[src/fbld_pkg.sv]
// Shared types and constants for the framebuffer line drawer.
`timescale 1ns / 1ps

package fbld_pkg;

	// Screen columns; every 7-bit column lies on the screen.
	localparam int SCREEN_WIDTH = 128;

	localparam int COORD_W = 7;
	localparam int INDEX_W = 10;
	localparam int BYTE_W = 8;
	localparam int ROW_W = 8;
	localparam int ERR_W = 17;
	localparam int ERR0_W = 10;
	localparam int DX2_W = 8;
	localparam int DY2_W = 9;

	localparam int QUEUE_DEPTH = 2;
	localparam int QPTR_W = $clog2(QUEUE_DEPTH);
	localparam int QCNT_W = $clog2(QUEUE_DEPTH + 1);

	typedef enum logic [1:0] {
		REQ_CLEAR = 2'd0,
		REQ_PIXEL = 2'd1,
		REQ_LINE  = 2'd2,
		REQ_READ  = 2'd3
	} req_t;

	typedef enum logic [2:0] {
		K_NOP,
		K_CLEAR,
		K_PIXEL,
		K_HLINE,
		K_VLINE,
		K_SLOPE,
		K_READ,
		K_READ_OFF
	} kind_t;

	typedef enum logic [2:0] {
		ST_BOOT,
		ST_IDLE,
		ST_CLEAR,
		ST_DRAW,
		ST_READ,
		ST_FLUSH,
		ST_RESP
	} state_t;

	typedef struct packed {
		kind_t                     kind;
		logic                      on;
		logic [COORD_W-1:0]        x0;
		logic [COORD_W-1:0]        y0;
		logic [COORD_W-1:0]        x1;
		logic [COORD_W-1:0]        y1;
		logic signed [ERR0_W-1:0]  err0;
		logic [DX2_W-1:0]          dx2;
		logic signed [DY2_W-1:0]   dy2;
		logic [INDEX_W-1:0]        rd_index;
	} cmd_t;

endpackage

[src/fbld_queue.sv]
// Two-entry command queue between the decoder and the drawing engine.
`timescale 1ns / 1ps

module fbld_queue (
	input  logic           clk,
	input  logic           arst_n,
	input  logic           push,
	input  fbld_pkg::cmd_t push_cmd,
	input  logic           pop,
	output logic           full,
	output logic           avail,
	output fbld_pkg::cmd_t head
);

	fbld_pkg::cmd_t entry_q [fbld_pkg::QUEUE_DEPTH];
	logic [fbld_pkg::QPTR_W-1:0] wr_ptr_q;
	logic [fbld_pkg::QPTR_W-1:0] rd_ptr_q;
	logic [fbld_pkg::QCNT_W-1:0] count_q;

	assign full = (count_q == fbld_pkg::QCNT_W'(fbld_pkg::QUEUE_DEPTH));
	assign avail = (count_q != '0);
	assign head = entry_q[rd_ptr_q];

	always_ff @(posedge clk or negedge arst_n) begin
		if (!arst_n) begin
			wr_ptr_q <= '0;
			rd_ptr_q <= '0;
			count_q <= '0;
		end else begin
			if (push) wr_ptr_q <= wr_ptr_q + 1'b1;
			if (pop) rd_ptr_q <= rd_ptr_q + 1'b1;
			if (push && !pop) begin
				count_q <= count_q + 1'b1;
			end else if (pop && !push) begin
				count_q <= count_q - 1'b1;
			end
		end
	end

	always_ff @(posedge clk) begin
		if (push) entry_q[wr_ptr_q] <= push_cmd;
	end

endmodule

[config.mk]
export PLATFORM = sky130hd
export DESIGN_NAME = fbld_queue
export DESIGN_NICKNAME = d
export VERILOG_FILES = /design/src/fbld_pkg.sv /design/src/fbld_queue.sv
export SDC_FILE = /design/constraint.sdc
export NUM_CORES = 1
export LEC_CHECK = 0
export BUFFER_PORTS_ARGS = -buffer_cell sky130_fd_sc_hd__buf_2
export CAP_MARGIN = 20
export CORE_MARGIN = 4
export CORE_UTILIZATION = 30
export DETAILED_ROUTE_END_ITERATION = 12
export GPL_TIMING_DRIVEN = 0
export SLEW_MARGIN = 10
export SYNTH_ARGS = -nofsm -noshare
export SYNTH_HDL_FRONTEND = slang
export SYNTH_SLANG_ARGS = --single-unit
[constraint.sdc]
create_clock -name clk -period 5.25 [get_ports clk]
set_input_delay 1.575 -clock clk [delete_from_list [all_inputs] [get_ports clk]]
set_output_delay 1.575 -clock clk [all_outputs]
set_load 0.005 [all_outputs]
### Word-level counts from Yosys, hierarchy flattened

Memory sizes are Yosys's and may differ from the RTL's.
Index checks and enable logic that the tools add are counted.
W data, S select, Z words.

* add/subtract/negate cells: 4
* mux-type cells: 4
* reduce and logical (&&, ||, !) cells: 6
* equality and inequality tests: 1

Operators by type and width (count)
* $mux W2: 2
* $reduce_bool A2 Y1: 2
* $add A1 B1 Y1 const B: 2
* $add A2 B1 Y2 const B: 1
* $eq A2 B2 Y1 const B: 1
* $logic_and A1 B1 Y1: 2
* $logic_not A1 Y1: 2
* $mux W1: 2
* $sub A2 B1 Y2 const B: 1

* memories: 1
* output and inout bits: 71
* bits in registers: 4
* bits of input ports: 73
* bits in writable memories: 138

Memory list
* entry_q: depth 2, width 69, read ports 1, clocked after memory_dff 0, wr ports 1, RTL line fbld_queue.sv:15 `fbld_pkg::cmd_t entry_q [fbld_pkg::QUEUE_DEPTH];`

### Depth between registers and ports, before layout

* word-level depth: 4
* depth in mapped cells: 5
* mapped depth without buffers: 5

### Worst setup path after synthesis

OpenSTA, ideal clock, no wires.

* path type: input port to flip-flop
* start: input push
* end: memory entry_q[0][0] in the netlist's numbering, enable pin
* path buffers: 0
* required time: 4745 ps
* cell stages on the path: 1
* library setup time: 505 ps
* arrival time: 4603 ps
* path slack: 142 ps
* cell sequence: nor2b_1

* word-level cells in the longest chain between the ends: 2

Ends and longest elaborated chain
* from (decl): RTL line fbld_queue.sv:7 `input logic push,`
* $mux W1: RTL line fbld_queue.sv:41 `if (push) entry_q[wr_ptr_q] <= push_cmd;`
* $mux W1 (not written as such): RTL line fbld_queue.sv:41
* to (decl): RTL line fbld_queue.sv:15

No other way between the ends.

==> flow_summary.ini <==
[worst_setup_path]
cp-end-kind = primary output
critPathKind = flop to primary output
cp.required_ps = 3680
r2r_end = entry_q[1][37]
crit_path_end = head[44]
crit_fanout = 10
r2r_slack_ps = 3700
startpoint = rd_ptr_q
timing.rr.start = wr_ptr_q
ff2ff_path_depth = 2
worstSetupStartpointType = flop
critPathArrivalTime_ps = 1570

[final_layout]
final_nets = 471
multi_input_area_mm2 = 0.001131
drive_gt1_share_pct = 62.10
area_delta_synth_final_pct = 30.58
nFillCells = 1684
regArea_mm2 = 0.004244
antenna_cells = 0

[sta]
min_period_ps = 3148
tightest_slew_ps = 480.3
slew_violations = 0
final.setup.tns_ps = 0
fmax_mhz = 317.7
hold_viol = 0
slew_headroom_pct = 67.98
grt_setup_unrepaired = false
fin_hold_ws_ps = 515.4
setup_viol = 0
post-route-period-util_pct = 59.96
fin_skew_ps = 3.786

[yosys]
yosys_register_bits = 142
synth.distinct_cells = 13
synthDominantCellAreaShare_pct = 75.07
synth_warnings = 0
synth-async-reset-ratio_pct = 2.817
syn_area_mm2 = 0.005520
synth_nets = 305
synth_ff_type = edfxtp_1
ys_seq_area_share_pct = 76.88
syn_avg_cell_area_um2 = 23.90
synth_top_cell_by_area = edfxtp_1
yosysMostFrequentCell = edfxtp_1
synth_common_cells = 138 x edfxtp_1, 69 x mux2_4, 7 x buf_12, 4 x dfrtp_1, 4 x xor2_1
yosys-top-cells-area = edfxtp_1 75%, mux2_4 19%, buf_12 2.5%, dfrtp_1 1.8%, xor2_1 0.63%
synth-edff-count = 138
synth_cells = 231

[global_route]
grt_pass1_vias = 3012
grt_overflow = 0
track_usage_pct = 10.30
grt_antenna_before_repair = 1
grt_max_degree = 38
grt_pass1_wl_mm = 15.79

[clock_tree]
cts_buffer_depth = 2
cts_made_buffers = 17
cts_resized = 0
ctsHtreeMaxLevel = 4
cts.reportedPaths.clkPinSlew_ps = 60
insertion_delay_ps = 400
cts_tree = yes
cts_hold_buf = 0
cts_root_buf = clkbuf_16
clkSinkCount = 142
post-cts-setup-buffers = 0

[drt]
vias_per_cell = 4.146
firstDrtPassIters = 4
ant_nets = 0
drc_errors = 0
wl_per_cell_um = 16.37
dr_total_vias = 2645
wirelength_mm = 10.45
drtIter0Drc = 79

[job]
cap_viol_max_count = 0

[die]
die_w_um = 143.7
rows = 49
start_util_pct = 30.63
die_area_mm2 = 0.02064
io_pins = 144
die_h_um = 143.7
coreArea_mm2 = 0.01802

[power_and_ir_drop]
p_leak_uw = 0.002910
ir_drop_v = 0.0002000
pwr_density_cell_mw_per_mm2 = 551.0

[status]
status = completed

[min_path]
holdCritPathClass = flop to flop

[placement]
hpwl_mm = 7.214
gp_congestion = 0.6668
portBuffers = 143
-- per-layer routing --
layer | up-vias | track usage, % | wire length [µm]
met5 | - | 0 | 13
met4 | 2 | 4.757 | 173
met3 | 15 | 3.993 | 778
met2 | 87 | 17.99 | 5485
met1 | 1296 | 10.99 | 3996
li1 | 1245 | - | -
-- final cells by class --
| cell class | instances | area share (%) |
|---|---|---|
| buffer | 8 | 2.100 |
| clock buffer | 20 | 6.058 |
| clock inverter | 11 | 1.996 |
| inverter | 1 | 0.05207 |
| multi-input combinational | 80 | 15.69 |
| sequential | 142 | 58.88 |
| tap | 229 | 3.975 |
| timing repair buffer | 147 | 11.25 |
-- cell families (layout without fill, tap and decap cells) --
logic type                 count (synthesis)  after routing  synth area share (%)
xor gates and xnor gates                   5              5                0.7933
buffers and inverters                      9            187                 2.810
DFF                                      142            142                 76.88
muxes                                     69             69                 18.77
and+or+nand+nor                            5              5                0.5213
adders and majority gates                  1              1                0.2266
-- layout by cell type, fill, tap and decap left out, types with 2 or more instances in the layout --
cell,count
clkinv_4,2
bufinv_16,3
clkinvlp_4,3
buf_2,143
clkinv_2,2
xor2_1,4
clkbuf_1,3
mux2_4,69
clkbuf_16,17
edfxtp_1,138
buf_16,2
dfrtp_1,4
buf_12,9
-- per-stage QoR --
stage	util [%]	setup WS [ps]	instance area, µm²	power, µW	cells
final	39.99	2102	7208	3971	638
after global routing	39.99	2021	7208	4182	638
after CTS	39.99	2035	7208	4065	638
after floorplan	-	142.2	5520	2403	231
after global placement	36.19	-2026	6523	2818	603
after detailed placement	36.77	2376	6628	2857	607
-- report_power, final --
part	internal (µW)	switching (µW)
sequential	1500	59.9
clock	742	438
combinational	710	517
total	2960	1020
-- worst min-delay path by stage --
stage | startpoint | endpoint | slack [ps] | cells past startpoint
6_report | count_q[1] | count_q[1] | 520 | 1
5_1_grt | count_q[1] | count_q[1] | 530 | 1
4_1_cts | count_q[1] | count_q[1] | 520 | 1
3_5_place_dp | count_q[1] | count_q[1] | 510 | 1
3_3_place_gp | count_q[1] | count_q[1] | 470 | 1
2_1_floorplan | count_q[1] | count_q[1] | 450 | 1
-- critical path: stages, from the launching register on --
cell,delay (ps)
dfrtp_1,340
buf_6,200
buf_12,180
mux2_4,300
buf_2,150
-- sequential cells by signal, summed over array words and instances (netlist names) --
name / flops
rd_ptr_q: 1
count_q: 2
entry_q: 138
wr_ptr_q: 1
(Power assumes the default switching activity.)
