`config.mk`:
```
export PLATFORM = sky130hd
export DESIGN_NAME = fbld_front
export DESIGN_NICKNAME = d
export VERILOG_FILES = /design/src/fbld_pkg.sv /design/src/fbld_front.sv
export SDC_FILE = /design/constraint.sdc
export NUM_CORES = 1
export LEC_CHECK = 0
export BUFFER_PORTS_ARGS = -buffer_cell sky130_fd_sc_hd__buf_2
export CAP_MARGIN = 10
export CORE_MARGIN = 1.5
export CORE_UTILIZATION = 30
export DETAILED_ROUTE_END_ITERATION = 10
export PLACE_DENSITY = 0.73
export SYNTH_ARGS = -nofsm -noshare
export SYNTH_HDL_FRONTEND = slang
export SYNTH_SLANG_ARGS = --single-unit
```
`constraint.sdc`:
```
create_clock -name vclk -period 7.6
set_clock_uncertainty 0.15 [all_clocks]
set_input_delay 0.76 -clock vclk [all_inputs]
set_output_delay 0.76 -clock vclk [all_outputs]
set_load 0.02 [all_outputs]
```
`src/fbld_pkg.sv`:
```
// Shared types and constants for the framebuffer line drawer.
`timescale 1ns / 1ps

package fbld_pkg;

	// Screen columns; every 7-bit column lies on the screen.
	localparam int SCREEN_WIDTH = 128;

	localparam int COORD_W = 7;
	localparam int INDEX_W = 10;
	localparam int BYTE_W = 8;
	localparam int ROW_W = 8;
	localparam int ERR_W = 17;
	localparam int ERR0_W = 10;
	localparam int DX2_W = 8;
	localparam int DY2_W = 9;

	localparam int QUEUE_DEPTH = 2;
	localparam int QPTR_W = $clog2(QUEUE_DEPTH);
	localparam int QCNT_W = $clog2(QUEUE_DEPTH + 1);

	typedef enum logic [1:0] {
		REQ_CLEAR = 2'd0,
		REQ_PIXEL = 2'd1,
		REQ_LINE  = 2'd2,
		REQ_READ  = 2'd3
	} req_t;

	typedef enum logic [2:0] {
		K_NOP,
		K_CLEAR,
		K_PIXEL,
		K_HLINE,
		K_VLINE,
		K_SLOPE,
		K_READ,
		K_READ_OFF
	} kind_t;

	typedef enum logic [2:0] {
		ST_BOOT,
		ST_IDLE,
		ST_CLEAR,
		ST_DRAW,
		ST_READ,
		ST_FLUSH,
		ST_RESP
	} state_t;

	typedef struct packed {
		kind_t                     kind;
		logic                      on;
		logic [COORD_W-1:0]        x0;
		logic [COORD_W-1:0]        y0;
		logic [COORD_W-1:0]        x1;
		logic [COORD_W-1:0]        y1;
		logic signed [ERR0_W-1:0]  err0;
		logic [DX2_W-1:0]          dx2;
		logic signed [DY2_W-1:0]   dy2;
		logic [INDEX_W-1:0]        rd_index;
	} cmd_t;

endpackage

```
`src/fbld_front.sv`:
```
// Front end: decodes a request into a drawing command with its line setup.
`timescale 1ns / 1ps

module fbld_front #(
	parameter int SCREEN_HEIGHT = 64
) (
	input  logic [1:0]                    req_type,
	input  logic [fbld_pkg::COORD_W-1:0]  start_x,
	input  logic [fbld_pkg::COORD_W-1:0]  start_y,
	input  logic [fbld_pkg::COORD_W-1:0]  end_x,
	input  logic [fbld_pkg::COORD_W-1:0]  end_y,
	input  logic                          pixel_on,
	input  logic [fbld_pkg::INDEX_W-1:0]  byte_index,
	output fbld_pkg::cmd_t                cmd
);

	localparam int PAGES = (SCREEN_HEIGHT + 7) / 8;
	localparam int DEPTH = PAGES * fbld_pkg::SCREEN_WIDTH;

	logic signed [7:0] dx;
	logic signed [7:0] dy;

	assign dx = signed'({1'b0, end_x}) - signed'({1'b0, start_x});
	assign dy = signed'({1'b0, end_y}) - signed'({1'b0, start_y});

	always_comb begin
		cmd.on = pixel_on;
		cmd.x0 = start_x;
		cmd.y0 = start_y;
		cmd.x1 = end_x;
		cmd.y1 = end_y;
		cmd.err0 = signed'({dy[7], dy, 1'b0}) - signed'({{2{dx[7]}}, dx});
		cmd.dx2 = {dx[6:0], 1'b0};
		cmd.dy2 = signed'({dy, 1'b0});
		cmd.rd_index = byte_index;
		cmd.kind = fbld_pkg::K_NOP;
		unique case (fbld_pkg::req_t'(req_type))
			fbld_pkg::REQ_CLEAR: begin
				cmd.kind = fbld_pkg::K_CLEAR;
			end
			fbld_pkg::REQ_PIXEL: begin
				if ({1'b0, start_y} < 8'(SCREEN_HEIGHT)) begin
					cmd.kind = fbld_pkg::K_PIXEL;
				end
			end
			fbld_pkg::REQ_LINE: begin
				// Runs drawn backward produce nothing at all.
				if (dy == 8'sd0) begin
					if (end_x >= start_x) cmd.kind = fbld_pkg::K_HLINE;
				end else if (dx == 8'sd0) begin
					if (end_y >= start_y) cmd.kind = fbld_pkg::K_VLINE;
				end else if (end_x > start_x) begin
					cmd.kind = fbld_pkg::K_SLOPE;
				end
			end
			fbld_pkg::REQ_READ: begin
				if ({1'b0, byte_index} < 11'(DEPTH)) begin
					cmd.kind = fbld_pkg::K_READ;
				end else begin
					cmd.kind = fbld_pkg::K_READ_OFF;
				end
			end
			default: begin
				cmd.kind = fbld_pkg::K_NOP;
			end
		endcase
	end

endmodule

```
# After elaboration in Yosys (flattened, before gate mapping)
# Cells that the tools add are included.
[word_totals]
out_inout_bits = 69
elab_cells = 20
reg_bits = 0
[classes]
magnitude_cmp = 4
muxes = 7
eq_ne = 3
add_sub_neg = 3
reduce_logical = 3
[ops]
columns = ["operator", "count"]
rows = [
  ["$logic_not A8 Y1", 2],
  ["$sub A7 B7 Y8", 2],
  ["$ge A7 B7 Y1", 2],
  ["$mux W3", 4],
  ["$pmux W3 S4", 1],
  ["$sub A9 B8 Y10", 1],
  ["$gt A7 B7 Y1", 1],
  ["$lt A7 B7 Y1 const B", 1],
  ["$eq A2 B2 Y1 const B", 2],
  ["$mux W2", 2],
  ["$eq A2 B1 Y1 const B", 1],
  ["$logic_not A2 Y1", 1],
]

# Longest topological paths before layout
[depth]
ltp_word = 5
ltp_mapped = 15

# Worst setup path after synthesis
# No wires, ideal clock.
[synth_timing]
path_type = "input -> output"
from = "in end_y[0] (netlist name)"
to = "out cmd[36] (netlist name)"
setup_slack_ns = 3.064
t_arrival_ns = 3.626
cell_stages = 13
n_path_buf = 0
path_cell_list = "inv_1 > ha_1 > fa_1 > nor2b_1 > o21ai_0 > a21boi_1 > nor4_1 > a311oi_1 > inv_1 > ha_1 > inv_1 > a2111oi_0 > o32ai_1"
[synth_rtl]
columns = ["item", "line_no", "text"]
rows = [
  ["start, declared", "fbld_front.sv:11", "input logic [fbld_pkg::COORD_W-1:0] end_y,"],
  ["end, declared", "fbld_front.sv:14", "output fbld_pkg::cmd_t cmd"],
]

==> results list <==
- Number of diodes: 0
* Most frequently used cell type in the post-synthesis netlist: buf_4
- The largest individual stage delay along the critical path comes from the cell a311oi_1.
- Entering global routing, the biggest net connects 9 pins.
- Average detailed-routed wire length per instance: roughly 11 um
- Maximum vdd drop: 0.0000725 V
- The setup path with the least slack is of type primary input to output pin.
* Family of cells with the greatest summed delay on the critical path: compound AO/OA/AOI/OAI gates
* Syn Area/Cell: 6.99 um2
- Across the run, the number of max-cap violations was 0.
* Cells along the critical path: buf_2 > ha_1 > fa_1 > nor2b_1 > o21ai_0 > a21boi_1 > nor4_1 > a311oi_1 > inv_1 > ha_1 > inv_1 > nor3_1 > o221ai_1 > nand2_1 > xor2_1 > buf_2
* Count of synthesis-stage warnings from yosys: 0
- Final standard cell utilization of the core: 34.9%
- Post-route standard cell area excluding fillers: 1760 um2
- Number of buffers added for setup after CTS: 0
* Hold/Removal Path Class: primary input to output pin
- The internal power of the cells totals roughly 0.11 mW.
- Cell taking the most area after synthesis: buf_4
- Slew of the pin with the lowest slew margin: around 660 ps
- Data arrives at the worst endpoint at 3920 ps.
- Count of fill cells added during filler insertion: around 540
- Post-CTS resize count: 0
- Proportion of synthesized chip area in sequential cells: 0%
- Proportion of power drawn by the clock network: 0%
* Drc violations: 0
- Setup violations remaining at the end of the flow were counted as 0.
- Worst Setup Slack, final: 2770 ps
* CP Max Fanout: 7
- Net count of the finished layout: between 300 and 400
* Die Area: ~5600 um2
* Final ANT Viol Nets: 0
- Synthesized instance count: roughly 220
- Aggregate global-route resource usage: around an eighth
- Worst-case hold slack: 1370 ps
- Commonest cells in the synthesized netlist: 42 x buf_4, 38 x inv_1, 19 x ha_1
- During I/O placement, the number of pins put on the boundary was between 100 and 150.
* Slowest cell delay on critical path: 430 ps
- Net switching is 62.4% of the power.
- The netlist uses 52 different library cells.
- Number of vias in the routed layout: 1550
- The number of antenna violations at the first check in global routing came to 0.
* Starting density of the core: between 30 and 40%
- Static timing analysis puts the maximum clock frequency at 0.207 GHz.
* Endpoint required time on the critical path: 6690 ps
* Critical Path Source Type: primary input
- Die width: 74.9 um
- Combinational share of power: 100.0%
- For this block, the initial DRC count from the detailed router was 70.
- Power per cell area: 173 nW/um2
- The cell area that synthesis handed to floorplanning was around 1600 um2.
- After detailed placement, the total cell area comes to 1760 um2.
* Leakage power figure: roughly 0.97 nW
- Buf/Inv on CP: 4
- In this run the tightest slew margin relative to its limit is 55.3%.
* Final global-route overflow total: 0
- Port buffering added 86 buffers.
* Synth top area cells: buf_4 20%, ha_1 15%, inv_1 9.2%
- The run finished with clean final reports.
* Drt via density: 4.60
- The share of total power dissipated in sequential elements is 0%.
* Number of flip-flops and latches: 0
- In the final layout, the share of cells above drive strength 1 is 37.5%.
- Across the whole layout, storage elements account for 0 um2.
* Router iterations before antenna repair: 4
* Count of clock-net buffers in the final layout: 0
- Worst setup EP type: output pin
- Via count of the first global-routing pass: 1226
- The worst path needs 4830 ps of the cycle, external delays included.
- In this run the vertical extent of the chip is 74.9 um.
- Final number of hold-violating endpoints: 0
- The congestion estimate from routability-driven global placement came to around 0.82.
* Share of the synthesized area in the top cell type: 20.3%
- After legalization and detailed placement, the total HPWL measured 3.27 mm.
* CTS hold repair buffers: 0
- Final critical-path share of the clock period: 63.5%
* Core Box Area: 5040 um2
* Total number of placement rows: 26
* Post-Place Worst Slack: 2800 ps
- From synthesis to final layout, the design area changed by 13.3%.
- Global-route wire length before repair: 5.42 mm
- For this design the total switching power over the nets is 0.190 mW.
* Max-slew violations: 0
* Unrepaired setup endpoints after global routing: false
- Sum of routed wire length over all layers: 3.65 mm
- In the final timing run, aggregate negative setup slack is 0 ps.
## per-stage QoR
| step | total power, mW | cells |
|---|---|---|
| after floorplan | 0.237 | 223 |
| after global placement | 0.304 | 337 |
| after detailed placement | 0.306 | 337 |
| after CTS | 0.307 | 337 |
| after global routing | 0.333 | 337 |
| final | 0.304 | 337 |
## cell families (layout without fill, tap and decap cells)
logic type / Yosys count / in the layout / share of synthesized area [%]
compound gates: 48 / 48 / 22.1
xor+xnor: 13 / 13 / 7.82
fa+ha+maj: 25 / 25 / 21.3
buf+inv: 81 / 125 / 29.7
other cells: 1 / 2 / 0.242
simple gates: 54 / 54 / 18.9
## cell type report
class	count	area [um2]	share of cell area, %
Tap cell	70	87.6	4.98
Inverter	39	146	8.32
Timing Repair Buffer	86	430	24.5
Multi-Input combinational cell	142	1090	62.2
## final timing paths
| path | startpoint | end | cells past startpoint |
|---|---|---|---|
| max | start_y[0] | cmd[35] | 16 |
| min | pixel_on | cmd[65] | 0 |
## cell usage in the layout (no fill, tap or decap), drive strengths merged, types with 2 or more instances in the layout
cell type	count
buf	86
inv	39
ha	19
o21ai	13
nor2	12
nand2	11
a21oi	10
xnor2	9
nand2b	6
nor3	6
nor2b	5
xor2	4
nor4	3
a21o	3
o221ai	3
fa	3
a211oi	3
maj3	3
o21a	2
nand4	2
conb	2
a21boi	2
nor3b	2
## metal layers
| layer | track usage (%) | vias to the layer above | wire length (um) |
|---|---|---|---|
| li1 | - | 805 | - |
| met1 | 15.2 | 673 | 1590 |
| met2 | 21.7 | 62 | 1760 |
| met3 | 0.268 | 10 | 198 |
| met4 | 3.43 | 0 | 103 |
| met5 | 0 | - | 0 |
## power by group through the flow
stage	Clock, mW	Sequential [mW]	Combinational [mW]
5_1_grt	0	0	0.333
4_1_cts	0	0	0.307
2_1_floorplan	0	0	0.237
3_3_place_gp	0	0	0.304
3_5_place_dp	0	0	0.306
6_report	0	0	0.304
(Power assumes the default switching activity.)
